File: config.mk
export PLATFORM = sky130hd
export DESIGN_NAME = cht_ctrl
export DESIGN_NICKNAME = d
export VERILOG_FILES = /design/src/rtl/cht_pkg.sv /design/src/rtl/cht_ctrl.sv
export SDC_FILE = /design/constraint.sdc
export NUM_CORES = 1
export LEC_CHECK = 0
export BUFFER_PORTS_ARGS = -buffer_cell sky130_fd_sc_hd__buf_2
export CORE_AREA = 2 2 171 173
export CTS_CLUSTER_SIZE = 24
export DETAILED_ROUTE_END_ITERATION = 8
export DIE_AREA = 0 0 173 175
export HOLD_SLACK_MARGIN = 0.12
export PLACE_DENSITY = 0.7
export SYNTH_ARGS = -nofsm -noshare
export SYNTH_HDL_FRONTEND = slang
export SYNTH_SLANG_ARGS = --single-unit
export TNS_END_PERCENT = 20
File: constraint.sdc
create_clock -name clk -period 24.6 [get_ports clk]
set_input_delay 2.46 -clock clk [delete_from_list [all_inputs] [get_ports clk]]
set_output_delay 2.46 -clock clk [all_outputs]
set_load 0.02 [all_outputs]
File: src/rtl/cht_pkg.sv
package cht_pkg;

  localparam int TABLE_SIZE = 1024;
  localparam int IDX_W      = $clog2(TABLE_SIZE);
  localparam int KEY_W      = 31;
  localparam int VAL_W      = 32;
  localparam int KICK_W     = 8;
  localparam int STATUS_W   = 3;
  localparam int TDATA_W    = 64;

  localparam logic [KICK_W-1:0] KICK_RESET = 8'd50;

  localparam logic ACT_INSERT = 1'b0;
  localparam logic ACT_REMOVE = 1'b1;

  typedef logic [IDX_W-1:0] idx_t;
  typedef logic [KEY_W-1:0] key_t;
  typedef logic [VAL_W-1:0] val_t;

  typedef enum logic [STATUS_W-1:0] {
    STATUS_PLACED    = 3'd0,
    STATUS_UPDATED   = 3'd1,
    STATUS_REMOVED   = 3'd2,
    STATUS_NOT_FOUND = 3'd3,
    STATUS_DROPPED   = 3'd4
  } status_t;

  // One slot of a table: the valid flag stands in the top bit.
  typedef struct packed {
    logic valid;
    key_t key;
    val_t value;
  } entry_t;

  localparam int ENTRY_W = $bits(entry_t);

  // Request from the sequencer to one table memory.
  typedef struct packed {
    logic   we;
    idx_t   waddr;
    entry_t wdata;
    logic   re;
    idx_t   raddr;
  } ram_req_t;

  // TABLE_SIZE is a power of two, so these reduce to bit slices.
  function automatic idx_t slot_one(key_t k);
    slot_one = idx_t'(k % TABLE_SIZE);
  endfunction

  function automatic idx_t slot_two(key_t k);
    slot_two = idx_t'((k / TABLE_SIZE) % TABLE_SIZE);
  endfunction

endpackage

File: src/rtl/cht_ctrl.sv
module cht_ctrl import cht_pkg::*; (
  input  logic                clk,
  input  logic                rst,
  input  logic                s_tvalid,
  output logic                s_tready,
  input  logic                in_action,
  input  key_t                in_key,
  input  val_t                in_value,
  input  logic [KICK_W-1:0]   max_kick_rounds,
  output logic                m_tvalid,
  input  logic                m_tready,
  output logic [STATUS_W-1:0] m_tuser,
  output logic [TDATA_W-1:0]  m_tdata,
  output ram_req_t            req_one,
  output ram_req_t            req_two,
  input  entry_t              rd_one,
  input  entry_t              rd_two
);

  typedef enum logic [2:0] {
    ST_CLEAR,
    ST_IDLE,
    ST_PROBE1,
    ST_PROBE2,
    ST_REMOVE,
    ST_FINISH
  } state_t;

  state_t              state;
  idx_t                clr_idx;
  key_t                hand_key;
  val_t                hand_val;
  logic [KICK_W-1:0]   round;
  status_t             res_status;
  key_t                res_key;
  val_t                res_val;

  logic hit_one;
  logic hit_two;
  logic last_round;

  assign hit_one    = rd_one.valid && (rd_one.key == hand_key);
  assign hit_two    = rd_two.valid && (rd_two.key == hand_key);
  assign last_round = (KICK_W'(round + 1'b1) == max_kick_rounds);
  assign s_tready   = (state == ST_IDLE);

  always_comb begin
    req_one = '0;
    req_two = '0;
    unique case (state)
      ST_CLEAR: begin
        req_one.we    = 1'b1;
        req_one.waddr = clr_idx;
        req_two.we    = 1'b1;
        req_two.waddr = clr_idx;
      end
      ST_IDLE: begin
        req_one.re    = s_tvalid;
        req_one.raddr = slot_one(in_key);
        req_two.re    = s_tvalid;
        req_two.raddr = slot_two(in_key);
      end
      ST_PROBE1: begin
        // The pair in hand always lands in table one; an occupant with
        // another key is carried on to its slot in table two.
        req_one.we    = 1'b1;
        req_one.waddr = slot_one(hand_key);
        req_one.wdata = '{valid: 1'b1, key: hand_key, value: hand_val};
        req_two.re    = rd_one.valid && !hit_one;
        req_two.raddr = slot_two(rd_one.key);
      end
      ST_PROBE2: begin
        req_two.we    = 1'b1;
        req_two.waddr = slot_two(hand_key);
        req_two.wdata = '{valid: 1'b1, key: hand_key, value: hand_val};
        req_one.re    = rd_two.valid && !hit_two && !last_round;
        req_one.raddr = slot_one(rd_two.key);
      end
      ST_REMOVE: begin
        if (hit_one) begin
          req_one.we    = 1'b1;
          req_one.waddr = slot_one(hand_key);
          req_one.wdata = '{valid: 1'b0, key: rd_one.key, value: rd_one.value};
        end else if (hit_two) begin
          req_two.we    = 1'b1;
          req_two.waddr = slot_two(hand_key);
          req_two.wdata = '{valid: 1'b0, key: rd_two.key, value: rd_two.value};
        end
      end
      ST_FINISH: begin
      end
      default: begin
      end
    endcase
  end

  always_ff @(posedge clk) begin
    if (rst) begin
      state    <= ST_CLEAR;
      clr_idx  <= '0;
      round    <= '0;
      m_tvalid <= 1'b0;
    end else begin
      if (m_tvalid && m_tready && (state != ST_FINISH)) begin
        m_tvalid <= 1'b0;
      end
      unique case (state)
        ST_CLEAR: begin
          clr_idx <= idx_t'(clr_idx + 1'b1);
          if (clr_idx == idx_t'(TABLE_SIZE - 1)) begin
            state <= ST_IDLE;
          end
        end
        ST_IDLE: begin
          if (s_tvalid) begin
            hand_key <= in_key;
            hand_val <= in_value;
            round    <= '0;
            res_key  <= '0;
            res_val  <= '0;
            if (in_action == ACT_REMOVE) begin
              state <= ST_REMOVE;
            end else if (max_kick_rounds == '0) begin
              res_status <= STATUS_DROPPED;
              res_key    <= in_key;
              res_val    <= in_value;
              state      <= ST_FINISH;
            end else begin
              state <= ST_PROBE1;
            end
          end
        end
        ST_PROBE1: begin
          if (!rd_one.valid || hit_one) begin
            res_status <= (round == '0 && hit_one) ? STATUS_UPDATED : STATUS_PLACED;
            state      <= ST_FINISH;
          end else begin
            hand_key <= rd_one.key;
            hand_val <= rd_one.value;
            state    <= ST_PROBE2;
          end
        end
        ST_PROBE2: begin
          if (!rd_two.valid || hit_two) begin
            res_status <= STATUS_PLACED;
            state      <= ST_FINISH;
          end else if (last_round) begin
            res_status <= STATUS_DROPPED;
            res_key    <= rd_two.key;
            res_val    <= rd_two.value;
            state      <= ST_FINISH;
          end else begin
            hand_key <= rd_two.key;
            hand_val <= rd_two.value;
            round    <= KICK_W'(round + 1'b1);
            state    <= ST_PROBE1;
          end
        end
        ST_REMOVE: begin
          res_status <= (hit_one || hit_two) ? STATUS_REMOVED : STATUS_NOT_FOUND;
          state      <= ST_FINISH;
        end
        ST_FINISH: begin
          if (!m_tvalid || m_tready) begin
            m_tvalid <= 1'b1;
            m_tuser  <= res_status;
            m_tdata  <= {1'b0, res_val, res_key};
            state    <= ST_IDLE;
          end
        end
        default: begin
          state <= ST_IDLE;
        end
      endcase
    end
  end

endmodule

==> summary.md <==
| Metric | Value |
|---|---|
| Layout Nets | `1703` |
| Ys Warns | `0` |
| Worst-Margin Slew | `1230 ps` |
| Async SR Flop Fraction | `0%` |
| Non-filler cells, final | `1900` |
| Synth Net Count | `1303` |
| MaxCap Viol Count | `0` |
| Startpoint types | `input port` |
| Number of global-route vias before repair | `10303` |
| Total power | `0.8176 mW` |
| Clock root cell | `clkbuf_16` |
| CP max stage delay | `830 ps` |
| DP Worst Slack | `16230 ps` |
| Port Buf Inserts | `443` |
| Top_reg_cell synth | `edfxtp_1` |
| RSZ-0062 raised after global routing | `no` |
| DRT Wirelength | `43920 um` |
| Postcts setup bufs | `0` |
| Top-count cell post-synth | `edfxtp_1` |
| Die H | `175 um` |
| PwrDens | `53.60 nW/um2` |
| CP required | `22140 ps` |
| Layout cell share with drive strength beyond 1 | `33.91%` |
| DPL Wire Length | `31540 um` |
| Fillers | `2590` |
| Synth area leaders | `edfxtp_1 (49%), a22o_1 (11%), nand2_1 (5.9%)` |
| Syn_area_per_cell | `10.93 um2` |
| Global Route Usage Sum | `27.81%` |
| VDD IR max | `0.00003999 V` |
| Clock Latency Late Sink | `530 ps` |
| Commonest cells post-synth | `edfxtp_1 (195), nand2_1 (189), a22o_1 (149)` |
| Finished Cell Area | `15250 um2` |
| Setup Skew | `22.73 ps` |
| Boundary pin count | `445` |
| Hold Fails Final Rpt | `0` |
| Initial Util | `42.19%` |
| Final period util | `34.54%` |
| Num rows | `62` |
| Post-synthesis cell type count | `58` |
| Most frequent CP cell | `buf_2` |
| Register bit count reported by yosys | `217` |
| # resized after CTS | `0` |
| Final Util | `53.72%` |
| DRC violations left | `0` |
| Slew Limit Fails | `0` |
| Area growth, synth to finish | `27.33%` |
| CTS tree | `done` |
| Critical Path Fanout Max | `34` |
| DRT Pass-1 Iters | `5` |
| Clock tree buffer depth | `3` |
| Largest net degree at the start of global routing | `101` |
| Sequential share of the synthesized area | `52.56%` |
| Arr. time, crit path | `6040 ps` |
| Chip Width | `173 um` |
| Total grt overflow | `0` |
| Global placer's final weighted congestion | `0.9178` |
| F_max | `117.7 MHz` |
| Cells after Synth | `1096` |
| Final Hold Slack | `413.5 ps` |
| Hold_buf cts | `0` |
| Post-synthesis cell area | `11980 um2` |
| CP Cell Sequence | `buf_2 -> xnor2_1 -> nand4_1 -> nor4_1 -> and3_1 -> and2_2 -> buf_4 -> a22o_1 -> buf_2` |
| Via-to-Cell Ratio | `5.785` |
| CP endpoint kind | `output port` |
| Core box area | `28390 um2` |
| Headroom to the max-slew limit | `17.99%` |
| Initial antenna violation count | `3` |
| Vias | `10992` |
| H-tree Lvls | `1` |
| Final setup vio count | `0` |
| Placed inst area | `14460 um2` |
| Clk pin slew, worst setup/hold paths | `60 ps` |
| Crit path kind | `in2out` |
| Status | `complete, no violations` |
| Total CTS buffers | `25` |
| Post-DRT Antenna Nets | `0` |
| Post-synth EDFFs | `195` |
| Placed Instances | `1853` |
| CP max-delay cell | `nor4_1` |
| Static leakage | `6.500 nW` |
| Clk sinks | `217` |
| Die footprint | `30280 um2` |
| Fin Setup TNS | `0 ps` |
| Hold crit path type | `reg2reg` |
| Post-synth top area cell | `edfxtp_1` |
| Routed length per instance | `23.12 um` |
| Synth top area share | `48.88%` |
| Worst setup margin | `16100 ps` |
| Min Tclk post-route | `8497 ps` |
| Initial DRC Count | `1071` |
| First-pass GRT wire length | `64580 um` |
layout make-up:
type	count	area [um2]	share of cell area, %
diodes	3	7.507	0.04922
clock buffers	30	644.4	4.224
inverters	6	25.02	0.1641
clock inverters	14	141.4	0.9269
flip-flops and latches	217	6300	41.30
repair buffers	460	2345	15.37
multi-input cells	786	5310	34.81
well taps	384	480.5	3.150
registers in the layout, summed over array words and instances, names as in the netlist:
| signal | count |
|---|---|
| round | 8 |
| hand_key | 31 |
| m_tuser | 3 |
| hand_val | 32 |
| clr_idx | 10 |
| m_tvalid | 1 |
| res_status | 3 |
| state | 3 |
| m_tdata | 63 |
| res_val | 32 |
| res_key | 31 |
layer usage:
layer | wire length (um) | GRT usage (%) | part of all wire (%) | up-vias
met3 | 4172 | 5.222 | 9.5 | 62
met2 | 21050 | 46.05 | 48 | 667
li1 | - | - | - | 4941
met5 | 0 | 0 | 0 | -
met1 | 17720 | 37.56 | 40 | 5322
met4 | 974 | 7.451 | 2.2 | 0
kinds of logic (layout without fill, tap and decap cells):
| kind of cell | count (synthesis) | in the layout | synth area share [%] |
|---|---|---|---|
| buffers and inverters | 93 | 510 | 3.530 |
| and+or+nand+nor | 301 | 301 | 11.81 |
| other | 1 | 4 | 0.03130 |
| AOI/OAI and AO/OA | 335 | 335 | 20.41 |
| adders and majority gates | 3 | 3 | 0.3134 |
| muxes | 64 | 64 | 5.348 |
| DFF | 217 | 217 | 52.56 |
| xor gates and xnor gates | 82 | 82 | 5.995 |
power breakdown:
part           switching (mW)  internal [mW]  total (mW)
combinational          0.0321         0.0224      0.0545
clock                   0.148          0.217       0.365
sequential           0.000511          0.398       0.398
path summary, 6_finish.rpt:
check | end | slack, ps | cells after the start | start
max reg2reg | res_key[9]$_DFFE_PP_ | 20830 | 6 | state[1]$_SDFFE_PP0P_
min | m_tdata[45]$_DFFE_PP_ | 410 | 0 | res_val[14]$_DFFE_PP_
max | req_one[73] | 16100 | 9 | rd_one[42]
min reg2reg | m_tdata[45]$_DFFE_PP_ | 410 | 0 | res_val[14]$_DFFE_PP_
critical path: cells and delay by family:
family | cells | cell delay (ps)
AOI/OAI and AO/OA | 1 | 250
xor gates and xnor gates | 1 | 320
buffers and inverters | 3 | 810
and+or+nand+nor | 4 | 2150
cell usage in the layout, fill, tap and decap left out, types with 4 or more instances in the layout:
master     instances
dfxtp_1           21
a22o_1           149
nor2_1            17
nand2b_1           5
buf_2            443
xnor2_1           70
a21o_1            12
xor2_1            12
nor4_1             5
o21ai_0          123
buf_4             17
nor3_1             5
and2_1            18
nand2_1          188
inv_1              5
clkinv_1           5
and3_1             4
clkinv_2           5
a21oi_1           11
a221o_1           13
a2111oi_0          4
clkbuf_16         25
clkbuf_1           5
or3_1              4
mux2i_1           64
nand4_1           21
nand3_1           10
edfxtp_1         195
(Power assumes the default switching activity.)
